`src/hw/rtl/tmps_pkg.sv`:
```
`timescale 1ns / 1ps

package tmps_pkg;

    // fixed field widths
    localparam int ENTRY_W    = 16;
    localparam int OUT_W      = 22;
    localparam int OUT_BYTES_W = 24;
    localparam int NUM_ROWS_W = 7;
    localparam int APB_DATA_W = 32;
    localparam int APB_ADDR_W = 2;

    // register index
    localparam logic [APB_ADDR_W-1:0] REG_NUM_ROWS = 2'd0;

    // output saturation limits
    localparam int OUT_MAX_I = (2 ** (OUT_W - 1)) - 1;
    localparam int OUT_MIN_I = -(2 ** (OUT_W - 1));

    // per-entry position flags carried into the update stage
    typedef struct packed {
        logic top_row;
        logic first_col;
        logic last_col;
        logic last_row;
        logic tri_end;
    } t_s1_ctl;

endpackage

```
`src/hw/rtl/tmps_ram.sv`:
```
`timescale 1ns / 1ps

module tmps_ram #(
    parameter int WIDTH = 23,
    parameter int DEPTH = 64,
    localparam int ADDR_W = (DEPTH > 1) ? $clog2(DEPTH) : 1
) (
    input  logic              i_clk,
    input  logic              i_wr_en,
    input  logic [ADDR_W-1:0] i_wr_addr,
    input  logic [WIDTH-1:0]  i_wr_data,
    input  logic              i_rd_en,
    input  logic [ADDR_W-1:0] i_rd_addr,
    output logic [WIDTH-1:0]  o_rd_data
);

    logic [WIDTH-1:0] r_mem [DEPTH];
    logic [WIDTH-1:0] r_rd_data;

    always_ff @(posedge i_clk) begin
        if (i_wr_en) begin
            r_mem[i_wr_addr] <= i_wr_data;
        end
        if (i_rd_en) begin
            r_rd_data <= r_mem[i_rd_addr];
        end
    end

    assign o_rd_data = r_rd_data;

endmodule

```
`src/hw/rtl/triangle_max_path_sum_top.sv`:
```
`timescale 1ns / 1ps

// Number triangle maximum path sum. Entries stream in row by row, top row first,
// entry c of row r for c = 0..r, as signed 16-bit values; num_rows (APB offset 0)
// sets the rows per triangle, 0 is taken as 1 and values above MAX_ROWS as MAX_ROWS.
// After the last entry of a triangle one result transfer carries the largest
// top-to-bottom path sum, saturated to 22 bits signed, and the position counters
// rewind for the next triangle. The block takes one entry per cycle: each entry is
// one read-modify-write of a one-row buffer of best sums (a RAM of MAX_ROWS words),
// read at acceptance and written when the update stage moves on, with the write
// forwarded to a read of the same word. The result is registered after the update
// stage. The only stall is at the result: while a result waits in the output register,
// the next triangle's final entry is held in the update stage until the output drains.
module triangle_max_path_sum_top #(
    parameter int MAX_ROWS = 64
) (
    input  logic                                i_clk,
    input  logic                                i_rst_n,
    // apb configuration port
    input  logic                                psel,
    input  logic                                penable,
    input  logic                                pwrite,
    input  logic [tmps_pkg::APB_ADDR_W-1:0]     paddr,
    input  logic [tmps_pkg::APB_DATA_W-1:0]     pwdata,
    output logic [tmps_pkg::APB_DATA_W-1:0]     prdata,
    output logic                                pready,
    // entry stream
    input  logic                                s_axis_tvalid,
    output logic                                s_axis_tready,
    input  logic [15:0]                         s_axis_tdata,   // [15:0] entry_value
    // result stream
    output logic                                m_axis_tvalid,
    input  logic                                m_axis_tready,
    output logic [tmps_pkg::OUT_BYTES_W-1:0]    m_axis_tdata    // [21:0] best_sum, [23:22] 0
);

    import tmps_pkg::*;

    // index and sum widths follow from the row limit
    localparam int AW  = (MAX_ROWS > 1) ? $clog2(MAX_ROWS) : 1;
    localparam int SW  = ENTRY_W + 1 + $clog2(MAX_ROWS);
    localparam int XW  = (SW > OUT_W) ? SW : OUT_W;
    localparam int CW0 = $clog2(MAX_ROWS + 1);
    localparam int CW  = (CW0 > NUM_ROWS_W) ? CW0 : NUM_ROWS_W;

    localparam logic signed [XW-1:0] SAT_HI = XW'(OUT_MAX_I);
    localparam logic signed [XW-1:0] SAT_LO = XW'(OUT_MIN_I);

    // ------------------------------------------------------------------
    // configuration register
    // ------------------------------------------------------------------
    logic [NUM_ROWS_W-1:0] r_num_rows;
    logic                  cfg_wr;

    assign pready = 1'b1;
    assign cfg_wr = psel && penable && pwrite && pready;

    always_ff @(posedge i_clk) begin
        if (!i_rst_n) begin
            r_num_rows <= NUM_ROWS_W'(1);
        end else if (cfg_wr && (paddr == REG_NUM_ROWS)) begin
            r_num_rows <= pwdata[NUM_ROWS_W-1:0];
        end
    end

    always_comb begin
        prdata = '0;
        case (paddr)
            REG_NUM_ROWS: prdata = APB_DATA_W'(r_num_rows);
            default:      prdata = '0;
        endcase
    end

    // effective row count, clamped to 1..MAX_ROWS
    logic [CW-1:0] rows_raw;
    logic [CW-1:0] rows_eff;

    assign rows_raw = CW'(r_num_rows);
    assign rows_eff = (rows_raw == '0) ? CW'(1) :
                      (rows_raw > CW'(MAX_ROWS)) ? CW'(MAX_ROWS) : rows_raw;

    // ------------------------------------------------------------------
    // stage 0: position counters, buffer read issued on acceptance
    // ------------------------------------------------------------------
    logic [AW-1:0] r_row;
    logic [AW-1:0] r_col;
    logic [AW-1:0] n_row;
    logic [AW-1:0] n_col;
    logic          s0_accept;
    logic          s0_last_row;
    logic          s0_last_col;
    t_s1_ctl       s0_ctl;

    // stage 1 registers
    logic                      r_s1_valid;
    t_s1_ctl                   r_s1_ctl;
    logic [AW-1:0]             r_s1_addr;
    logic signed [ENTRY_W-1:0] r_s1_value;
    logic                      s1_go;

    // result register
    logic                      r_out_valid;
    logic [OUT_W-1:0]          r_out_data;

    // the update stage moves on unless it holds a result that cannot be stored
    assign s1_go         = !(r_s1_valid && r_s1_ctl.tri_end && r_out_valid && !m_axis_tready);
    assign s_axis_tready = !r_s1_valid || s1_go;
    assign s0_accept     = s_axis_tvalid && s_axis_tready;

    assign s0_last_row = (CW'(r_row) + CW'(1)) >= rows_eff;
    assign s0_last_col = (r_col == r_row);

    always_comb begin
        s0_ctl.top_row   = (r_row == '0);
        s0_ctl.first_col = (r_col == '0);
        s0_ctl.last_col  = s0_last_col;
        s0_ctl.last_row  = s0_last_row;
        s0_ctl.tri_end   = s0_last_col && s0_last_row;
    end

    always_comb begin
        n_row = r_row;
        n_col = r_col;
        if (s0_accept) begin
            if (s0_last_col) begin
                n_col = '0;
                n_row = s0_last_row ? '0 : r_row + AW'(1);
            end else begin
                n_col = r_col + AW'(1);
            end
        end
    end

    always_ff @(posedge i_clk) begin
        if (!i_rst_n) begin
            r_row <= '0;
            r_col <= '0;
        end else begin
            r_row <= n_row;
            r_col <= n_col;
        end
    end

    // ------------------------------------------------------------------
    // row buffer with write forwarding
    // ------------------------------------------------------------------
    logic                  ram_wr_en;
    logic signed [SW-1:0]  ram_rd_data;
    logic signed [SW-1:0]  fresh;
    logic                  r_fwd_hit;
    logic signed [SW-1:0]  r_fwd_data;
    logic signed [SW-1:0]  above;

    assign ram_wr_en = r_s1_valid && s1_go;

    tmps_ram #(
        .WIDTH (SW),
        .DEPTH (MAX_ROWS)
    ) u_row_best (
        .i_clk     (i_clk),
        .i_wr_en   (ram_wr_en),
        .i_wr_addr (r_s1_addr),
        .i_wr_data (fresh),
        .i_rd_en   (s0_accept),
        .i_rd_addr (r_col),
        .o_rd_data (ram_rd_data)
    );

    // a read at the same edge as a write to that word sees the new value
    always_ff @(posedge i_clk) begin
        if (s0_accept) begin
            r_fwd_hit  <= ram_wr_en && (r_s1_addr == r_col);
            r_fwd_data <= fresh;
        end
    end

    assign above = r_fwd_hit ? r_fwd_data : ram_rd_data;

    // ------------------------------------------------------------------
    // stage 1: best-sum update, running maximum over the last row
    // ------------------------------------------------------------------
    always_ff @(posedge i_clk) begin
        if (!i_rst_n) begin
            r_s1_valid <= 1'b0;
        end else if (s_axis_tready) begin
            r_s1_valid <= s0_accept;
        end
    end

    always_ff @(posedge i_clk) begin
        if (s0_accept) begin
            r_s1_ctl   <= s0_ctl;
            r_s1_addr  <= r_col;
            r_s1_value <= s_axis_tdata;
        end
    end

    logic signed [SW-1:0] r_left;
    logic signed [SW-1:0] r_max;
    logic signed [SW-1:0] value_ext;
    logic signed [SW-1:0] best_in;
    logic signed [SW-1:0] n_max;
    logic signed [XW-1:0] max_ext;
    logic signed [XW-1:0] max_sat;

    assign value_ext = SW'(r_s1_value);

    // edges take their only neighbor, the top entry takes its own value
    always_comb begin
        if (r_s1_ctl.top_row) begin
            best_in = '0;
        end else if (r_s1_ctl.first_col) begin
            best_in = above;
        end else if (r_s1_ctl.last_col) begin
            best_in = r_left;
        end else begin
            best_in = (r_left > above) ? r_left : above;
        end
    end

    assign fresh = value_ext + best_in;

    assign n_max = (r_s1_ctl.first_col || (fresh > r_max)) ? fresh : r_max;

    assign max_ext = XW'(n_max);
    assign max_sat = (max_ext > SAT_HI) ? SAT_HI :
                     (max_ext < SAT_LO) ? SAT_LO : max_ext;

    always_ff @(posedge i_clk) begin
        if (!i_rst_n) begin
            r_left <= '0;
            r_max  <= '0;
        end else if (ram_wr_en) begin
            r_left <= r_s1_ctl.tri_end ? '0 : above;
            if (r_s1_ctl.last_row) begin
                r_max <= n_max;
            end
        end
    end

    // ------------------------------------------------------------------
    // result register
    // ------------------------------------------------------------------
    always_ff @(posedge i_clk) begin
        if (!i_rst_n) begin
            r_out_valid <= 1'b0;
        end else if (ram_wr_en && r_s1_ctl.tri_end) begin
            r_out_valid <= 1'b1;
        end else if (m_axis_tready) begin
            r_out_valid <= 1'b0;
        end
    end

    always_ff @(posedge i_clk) begin
        if (ram_wr_en && r_s1_ctl.tri_end) begin
            r_out_data <= max_sat[OUT_W-1:0];
        end
    end

    assign m_axis_tvalid = r_out_valid;
    assign m_axis_tdata  = OUT_BYTES_W'(r_out_data);

    // ------------------------------------------------------------------
    // assertions
    // ------------------------------------------------------------------
    a_col_in_row: assert property (@(posedge i_clk) disable iff (!i_rst_n)
        r_col <= r_row)
        else $error("column index beyond row index");

    a_stall_only_on_result: assert property (@(posedge i_clk) disable iff (!i_rst_n)
        !s_axis_tready |-> (r_s1_valid && r_s1_ctl.tri_end && r_out_valid))
        else $error("input stalled without a blocked result");

    a_result_from_end: assert property (@(posedge i_clk) disable iff (!i_rst_n)
        $rose(m_axis_tvalid) |-> $past(r_s1_valid && r_s1_ctl.tri_end && s1_go))
        else $error("result raised without a completed triangle");

    a_rewind_after_end: assert property (@(posedge i_clk) disable iff (!i_rst_n)
        (s0_accept && s0_ctl.tri_end) |=> (r_row == '0 && r_col == '0))
        else $error("counters did not rewind after the final entry");

endmodule

```
`config.mk`:
```
export PLATFORM = sky130hd
export DESIGN_NAME = triangle_max_path_sum_top
export DESIGN_NICKNAME = d
export VERILOG_FILES = /design/src/hw/rtl/tmps_pkg.sv /design/src/hw/rtl/tmps_ram.sv /design/src/hw/rtl/triangle_max_path_sum_top.sv
export SDC_FILE = /design/constraint.sdc
export NUM_CORES = 2
export LEC_CHECK = 0
export BUFFER_PORTS_ARGS = -buffer_cell sky130_fd_sc_hd__buf_2
export CORE_MARGIN = 5
export CORE_UTILIZATION = 50
export CTS_BUF_LIST = sky130_fd_sc_hd__clkbuf_4 sky130_fd_sc_hd__clkbuf_8 sky130_fd_sc_hd__clkbuf_16
export DETAILED_ROUTE_END_ITERATION = 8
export PLACE_DENSITY = 0.77
export REMOVE_ABC_BUFFERS = 1
export SETUP_SLACK_MARGIN = 0.5
export SLEW_MARGIN = 20
export SYNTH_ARGS = -nofsm -noshare
export SYNTH_HDL_FRONTEND = slang
export SYNTH_SLANG_ARGS = --single-unit
```
`constraint.sdc`:
```
create_clock -name i_clk -period 8.5 [get_ports i_clk]
set_clock_uncertainty 0.2 [all_clocks]
set_input_delay 1.7 -clock i_clk [delete_from_list [all_inputs] [get_ports i_clk]]
set_output_delay 1.7 -clock i_clk [all_outputs]
set_load 0.01 [all_outputs]
```
Yosys cells after proc, flatten, opt, wreduce, memory -nomap -nowiden
Memories as Yosys holds them, arrays and structs flattened. A register that Yosys moved wholly into a read port is not among the register bits.
Index checks and enable logic that the tools add are counted.
{"block": "word_totals", "inputBits": 57, "ramBits": 1472, "ff_bits": 140, "n_memories": 1, "output_inout_bits": 59, "elab_cells": 70}
{"block": "classes", "reduce_logical": 23, "magnitude_cmp": 6, "n_eq_ne": 2, "add_sub_neg": 4, "mux": 17}
{"name": "u_row_best.r_mem", "words": 64, "word_bits": 23, "rd": 1, "rd_clocked_by_memory_dff": 1, "wr": 1, "line": "tmps_ram.sv:17", "source": "logic [WIDTH-1:0] r_mem [DEPTH];"}
{"op": "$mux 23", "count": 7}
{"op": "$gt 23x23->1", "count": 2}
{"op": "$add 16x23->23", "count": 1}
{"op": "$gt 23x22->1 const B", "count": 1}
{"op": "$lt 23x22->1 const B", "count": 1}
{"op": "$mux 22", "count": 1}
{"op": "$mux 7", "count": 3}
{"op": "$add 6x1->6 const B", "count": 2}
{"op": "$eq 6x6->1", "count": 2}
{"op": "$logic_not 6->1", "count": 2}
{"op": "$mux 6", "count": 2}
{"op": "$logic_and 1x1->1", "count": 11}
{"op": "$add 6x1->7 const B", "count": 1}
{"op": "$ge 7x7->1", "count": 1}
{"op": "$gt 7x7->1 const B", "count": 1}
{"op": "$logic_not 7->1", "count": 1}
{"op": "$mux 1", "count": 4}
{"op": "$reduce_and 2->1", "count": 2}
{"op": "$logic_not 1->1", "count": 3}
{"op": "$logic_not 2->1", "count": 1}
{"op": "$logic_or 1x1->1", "count": 2}
{"op": "$reduce_bool 2->1", "count": 1}

Longest topological paths before layout
{"block": "depth", "word_depth": 12, "mapped_depth": 38, "ltp_nobuf": 32}

Hierarchy
From an unflattened synthesis, not the netlist that was laid out.
{"block": "unflattened", "cells_unflattened": 3365, "hier_area_um2": 65535.4}
{"module": "tmps_ram", "cells_each": 2446, "instances": 1, "area_each_um2": 56950.9, "seq_area_each_um2": 44893.1}
{"module": "triangle_max_path_sum_top", "cells_each": 919, "instances": 1, "area_each_um2": 8584.5, "seq_area_each_um2": 3533.4}

Least setup slack after synthesis
No wires, ideal clock.
{"block": "synth_path", "path_kind": "flip-flop to flip-flop", "from": "register r_fwd_hit", "to": "register r_out_data[1], data pin", "t_arrival_ns": 8.641, "n_path_buf": 5, "slack_ns": -0.601, "required_ns": 8.040, "stages_incl_launch_ff": 35, "path_cell_list": "edfxtp_1 clkbuf_1 buf_1 mux2i_1 ha_1 a211oi_1 o221ai_1 a211oi_1 nand3_1 mux2i_1 nand2_1 clkbuf_1 nor2_1 nor3_1 ha_1 fa_1 a211oi_1 o211ai_2 a21oi_2 nor2_1 nor2_1 o21bai_1 a21oi_1 xnor2_1 ha_1 nand4_1 nor4_1 o21ai_1 a31oi_1 nor4b_1 nand3_1 a21o_1 clkbuf_1 buf_2 mux2_2"}
{"block": "synth_via", "elab_chain_len": 12, "word_cells_on_any_way": 13}
{"item": "start: declaration", "line": "triangle_max_path_sum_top.sv:150", "source": "logic r_fwd_hit;"}
{"item": "start signal: assignment", "line": "triangle_max_path_sum_top.sv:172", "source": "r_fwd_hit <= ram_wr_en && (r_s1_addr == r_col);"}
{"item": "$mux 23 (*)", "line": "triangle_max_path_sum_top.sv:177", "source": "assign above = r_fwd_hit ? r_fwd_data : ram_rd_data;"}
{"item": "$gt 23x23->1", "line": "triangle_max_path_sum_top.sv:217", "source": "best_in = (r_left > above) ? r_left : above;"}
{"item": "$mux 23", "line": "triangle_max_path_sum_top.sv:217"}
{"item": "$mux 23", "line": "triangle_max_path_sum_top.sv:214", "source": "end else if (r_s1_ctl.last_col) begin"}
{"item": "$mux 23 (*)", "line": "triangle_max_path_sum_top.sv:212", "source": "end else if (r_s1_ctl.first_col) begin"}
{"item": "$mux 23 (*)", "line": "triangle_max_path_sum_top.sv:210", "source": "if (r_s1_ctl.top_row) begin"}
{"item": "$add 16x23->23 (*)", "line": "triangle_max_path_sum_top.sv:221", "source": "assign fresh = value_ext + best_in;"}
{"item": "named net fresh[16]", "line": "triangle_max_path_sum_top.sv:149", "source": "logic signed [SW-1:0] fresh;"}
{"item": "$gt 23x23->1", "line": "triangle_max_path_sum_top.sv:223", "source": "assign n_max = (r_s1_ctl.first_col || (fresh > r_max)) ? fresh : r_max;"}
{"item": "$logic_or 1x1->1", "line": "triangle_max_path_sum_top.sv:223"}
{"item": "$mux 23 (*)", "line": "triangle_max_path_sum_top.sv:223"}
{"item": "$lt 23x22->1", "line": "triangle_max_path_sum_top.sv:227", "source": "(max_ext < SAT_LO) ? SAT_LO : max_ext;"}
{"item": "$mux 22", "line": "triangle_max_path_sum_top.sv:227"}
{"item": "end signal: assignment", "line": "triangle_max_path_sum_top.sv:256", "source": "r_out_data <= max_sat[OUT_W-1:0];"}
{"item": "end: declaration", "line": "triangle_max_path_sum_top.sv:103", "source": "logic [OUT_W-1:0] r_out_data;"}
The timed path passes the listed nets; every way through them passes the cells marked *.
A chain may end at the register's enable or synchronous reset.

Worst setup path in the final report
{"block": "layout_path", "from": "register r_fwd_hit", "to": "register r_max[12]"}
{"block": "layout_via", "elab_chain_len": 10}
{"item": "$mux 23 (*)", "line": "triangle_max_path_sum_top.sv:177"}
{"item": "$gt 23x23->1", "line": "triangle_max_path_sum_top.sv:217"}
{"item": "$mux 23", "line": "triangle_max_path_sum_top.sv:217"}
{"item": "$mux 23", "line": "triangle_max_path_sum_top.sv:214"}
{"item": "$mux 23 (*)", "line": "triangle_max_path_sum_top.sv:212"}
{"item": "$mux 23 (*)", "line": "triangle_max_path_sum_top.sv:210"}
{"item": "$add 16x23->23 (*)", "line": "triangle_max_path_sum_top.sv:221"}
{"item": "named net fresh[22]", "line": "triangle_max_path_sum_top.sv:149"}
{"item": "$gt 23x23->1 (*)", "line": "triangle_max_path_sum_top.sv:223"}
{"item": "$logic_or 1x1->1 (*)", "line": "triangle_max_path_sum_top.sv:223"}
{"item": "$mux 23 (*)", "line": "triangle_max_path_sum_top.sv:223"}
{"item": "end signal: assignment", "line": "triangle_max_path_sum_top.sv:236", "source": "r_max <= n_max;"}
{"item": "end: declaration", "line": "triangle_max_path_sum_top.sv:199", "source": "logic signed [SW-1:0] r_max;"}
Marks and branches as above.

==> results.txt <==
----------------------------------------------------
[Detailed routing]
  Drc violations ... 0
  Final ANT Viol Nets ... 0
  Sum of routed wire length over all layers ... 159000 um
  DRC violation total after the first TritonRoute iteration ... 4649
  First-pass iteration count of the detailed router ... 6
  Total number of vias ... 32700
  Routed wire per std cell ... 30.7 um
  Via-to-Cell Ratio ... 6.31

[Global routing]
  Maximum number of pins on one net before global-route repair ... 126
  Overall fraction of global-route tracks in use ... 23.1%
  Antenna violations before repair ... 8
  Remaining global-route overflow ... 0
  Number of global-route vias before repair ... 32600
  First-pass GRT wire length ... 230000 um

[STA]
  Highest Clock Rate ... 133 MHz
  RSZ-0062 raised after global routing ... false
  Relative slew slack ... 21.7%
  Tightest Pin Transition ... 1.18 ns
  Number of slew-limit violations in the final report ... 0
  Tmin final ... 7.50 ns
  Final Hold Viols ... 0
  Setup violation total in the final timing report ... 0
  Portion of the clock cycle consumed by the worst path in the final layout ... 88.2%

[Yosys]
  Ys async rst share ... 0%
  Main flop type after synthesis ... sky130_fd_sc_hd__edfxtp_1
  Synthesized netlist cell count ... 3128
  FF+latch count, synth ... 1635
  Sequential cell area fraction in the yosys report ... 73.8%
  Number of distinct library cells after synthesis ... 62
  Post-synthesis average cell area ... 21.0 um^2
  Cell area after synthesis ... 65600 um^2
  Area leader, netlist ... sky130_fd_sc_hd__edfxtp_1
  Fraction of post-synthesis cell area in the top cell type by area ... 71.8%
  Top cells by area in the synthesized netlist ... sky130_fd_sc_hd__edfxtp_1, sky130_fd_sc_hd__mux4_2, sky130_fd_sc_hd__dfxtp_1
  Syn. warnings ... 0
  EDFF count, synth ... 1568

[CTS]
  Clock transition time at the flip-flop clock pins of the worst setup and hold paths ... 0.06 ns
  Sink Count ... 1635
  Hold buffer count at cts ... 0
  Cts bufs inserted ... 159
  CTS root buf ... sky130_fd_sc_hd__clkbuf_16
  TritonCTS clock tree ... done
  Deepest level of the CTS H-tree ... 4
  Clock Latency Late Sink ... 0.78 ns
  Maximum buffer depth of the clock tree ... 3

[Power]
  Total chip power ... 17.0 mW
  Leakage power figure ... 23.1 nW
  Largest voltage drop on the vdd net ... 0.234 mV
  Pwr dens ... 230 nW/um^2

[Floorplan]
  Floorplan row count ... 132
  Initial standard-cell utilization of the core ... 50.5%
  Die height ... 372 um
  Width of the chip ... 372 um
  Die Area ... 138000 um^2
  Num ports ... 116
  Area inside the core boundary ... 130000 um^2

[Critical path]
  Reg2reg start ... r_fwd_hit$_DFFE_PP_
  Crit path buf inv count ... 4
  Max incr delay on CP ... 0.44 ns
  Slowest cell on the critical path ... sky130_fd_sc_hd__fa_2
  Total number of cells along the worst setup path ... 35
  Maximum fanout encountered on the critical timing path ... 23
  Logic depth of the worst register-to-register path ... 35
  Worst setup SP type ... flip-flop
  CP arrival ... 7.98 ns
  Crit end category ... flip-flop
  Data required time at the worst endpoint ... 8.98 ns
  Critical path origin ... r_fwd_hit$_DFFE_PP_
  Worst setup path class ... reg2reg
  Top cell family by delay on the critical path ... compound AO/OA/AOI/OAI gates

[Layout]
  Post-layout instance count excluding filler cells ... 5179
  Nets@finish ... 3442
  Fraction of layout instances using a drive strength above 1 ... 31.2%
  Post-route cell area ... 73900 um^2
  Area overhead of the layout relative to synthesis ... 12.7%

[Outcome]
  Result of the run ... complete, no violations

[Min path]
  Hold path startpoint ... r_max[9]$_SDFFE_PN0P_
  Classification of the worst-slack hold path ... reg2reg
  Number of instances on the worst hold path ... 2

[Flow run]
  Max-Cap Viols ... 0

[Placement]
  Total placed cells including tap cells ... 4880
  Routability-driven placement congestion ratio ... 0.840
  Placed instance area ... 68600 um^2
  Hpwl dp ... 81400 um
  Count of input and output buffers ... 62

----------------------------------------------------
[kinds of logic after synthesis]
kind of cell | count (synthesis) | share of synthesized area [%]
AND/OR/NAND/NOR | 374 | 2.64
flip-flops | 1635 | 73.8
buffers and inverters | 231 | 1.52
other | 2 | 0.0115
AO/OA/AOI/OAI | 200 | 2.03
adder cells (fa/ha/maj) | 119 | 2.16
multiplexers | 525 | 17.2
XOR/XNOR | 42 | 0.618
[path summary, 6_finish.rpt]
kind / slack [ns] / end
max: 1.00 / r_max[12]$_SDFFE_PN0P_
max reg2reg: 1.00 / r_max[12]$_SDFFE_PN0P_
min reg2reg: 0.26 / r_max[9]$_SDFFE_PN0P_
min: 0.26 / r_max[9]$_SDFFE_PN0P_
[through the flow]
stage | util [%] | setup TNS, ns | hold slack (ns) | setup slack [ns]
3_3_place_gp | 52.8 | 0 | 0.245 | 0.494
4_1_cts | 56.7 | 0 | 0.261 | 0.505
3_5_place_dp | 52.8 | 0 | 0.252 | 0.413
6_report | 56.8 | 0 | 0.258 | 1.00
5_1_grt | 56.8 | 0 | 0.292 | 0.504
2_1_floorplan | - | -421.99 | 0.235 | -8.88
[Yosys cell counts, types with 30 or more instances]
cell and instances:
sky130_fd_sc_hd__dfxtp_1 67, sky130_fd_sc_hd__clkbuf_1 121, sky130_fd_sc_hd__buf_1 31, sky130_fd_sc_hd__a21oi_1 61, sky130_fd_sc_hd__edfxtp_1 1568, sky130_fd_sc_hd__nand2_1 94, sky130_fd_sc_hd__nor2b_1 45, sky130_fd_sc_hd__nor2_1 153
sky130_fd_sc_hd__mux2i_1 30, sky130_fd_sc_hd__inv_1 40, sky130_fd_sc_hd__a211oi_1 40, sky130_fd_sc_hd__mux4_2 474, sky130_fd_sc_hd__ha_1 79
[flip-flops by register name, summed over array words and instances, names as in the netlist]
| register | cells |
|---|---|
| r_fwd_data | 23 |
| r_s1_addr | 6 |
| r_max | 23 |
| r_left | 23 |
| u_row_best.o_rd_data | 23 |
| r_num_rows | 7 |
| r_out_data | 22 |
| m_axis_tvalid | 1 |
| r_col | 6 |
| r_s1_valid | 1 |
| r_row | 6 |
| u_row_best.r_mem | 1472 |
| r_s1_ctl | 5 |
| r_fwd_hit | 1 |
| r_s1_value | 16 |
[layout make-up]
| type | instances | area [um^2] |
|---|---|---|
| fillers | 9151 | 56100 |
| flip-flops and latches | 1635 | 48400 |
| multi-input cells | 1288 | 16700 |
| clock buffers | 191 | 4270 |
| well taps | 1742 | 2180 |
| repair buffers | 179 | 1310 |
| clock inverters | 99 | 785 |
| inverters | 42 | 159 |
| diodes | 3 | 7.51 |
[layout by cell type (no fill, tap or decap), types with 13 or more instances in the layout]
cell type and instances:
sky130_fd_sc_hd__inv_1 40, sky130_fd_sc_hd__clkbuf_16 162, sky130_fd_sc_hd__clkinv_1 31, sky130_fd_sc_hd__mux2_4 14, sky130_fd_sc_hd__mux2i_1 20, sky130_fd_sc_hd__edfxtp_1 1568
sky130_fd_sc_hd__a211oi_1 37, sky130_fd_sc_hd__maj3_1 24, sky130_fd_sc_hd__maj3_2 15, sky130_fd_sc_hd__nand2_1 93, sky130_fd_sc_hd__conb_1 28, sky130_fd_sc_hd__nor2_2 64
sky130_fd_sc_hd__xnor2_2 16, sky130_fd_sc_hd__a21oi_1 60, sky130_fd_sc_hd__nor2_1 87, sky130_fd_sc_hd__ha_1 75, sky130_fd_sc_hd__mux4_2 474, sky130_fd_sc_hd__nor2b_1 45
sky130_fd_sc_hd__clkinv_2 35, sky130_fd_sc_hd__a21o_1 14, sky130_fd_sc_hd__a21boi_1 20, sky130_fd_sc_hd__dfxtp_1 62, sky130_fd_sc_hd__buf_4 105, sky130_fd_sc_hd__buf_2 62
sky130_fd_sc_hd__clkbuf_4 29, sky130_fd_sc_hd__nand3_1 18, sky130_fd_sc_hd__a31oi_1 13, sky130_fd_sc_hd__nand4_1 14, sky130_fd_sc_hd__o21ai_0 16
[tightest hold or removal path: stages (launching register included)]
cell                       delay (ns)
sky130_fd_sc_hd__dfxtp_1         0.31
sky130_fd_sc_hd__nand2_1         0.05
sky130_fd_sc_hd__a21boi_1        0.05
[report_power, final]
group | total (mW) | switching [mW] | internal [mW]
sequential | 9.05 | 0.0456 | 9.01
clock | 6.82 | 3.00 | 3.82
combinational | 1.11 | 0.688 | 0.421
[routing by layer]
metal  part of all wire, %  up-vias  GRT usage [%]
met5                0.0063        -              0
met4                   3.9        2           8.36
met3                    10      310           4.57
met2                    49     2039           38.2
met1                    36    17100           31.1
li1                      -    13200              -
[what timing repair did]
| item | 4_1_cts | 5_1_grt |
|---|---|---|
| pin swaps | 0 | 6 |
| setup buffers | 0 | 5 |
| endpoints found under the setup margin | 37 | 45 |
| hold endpoints to repair | 0 | 0 |
| gates resized for setup | 7 | 26 |
No activity file was read; power rests on OpenSTA's default activity.
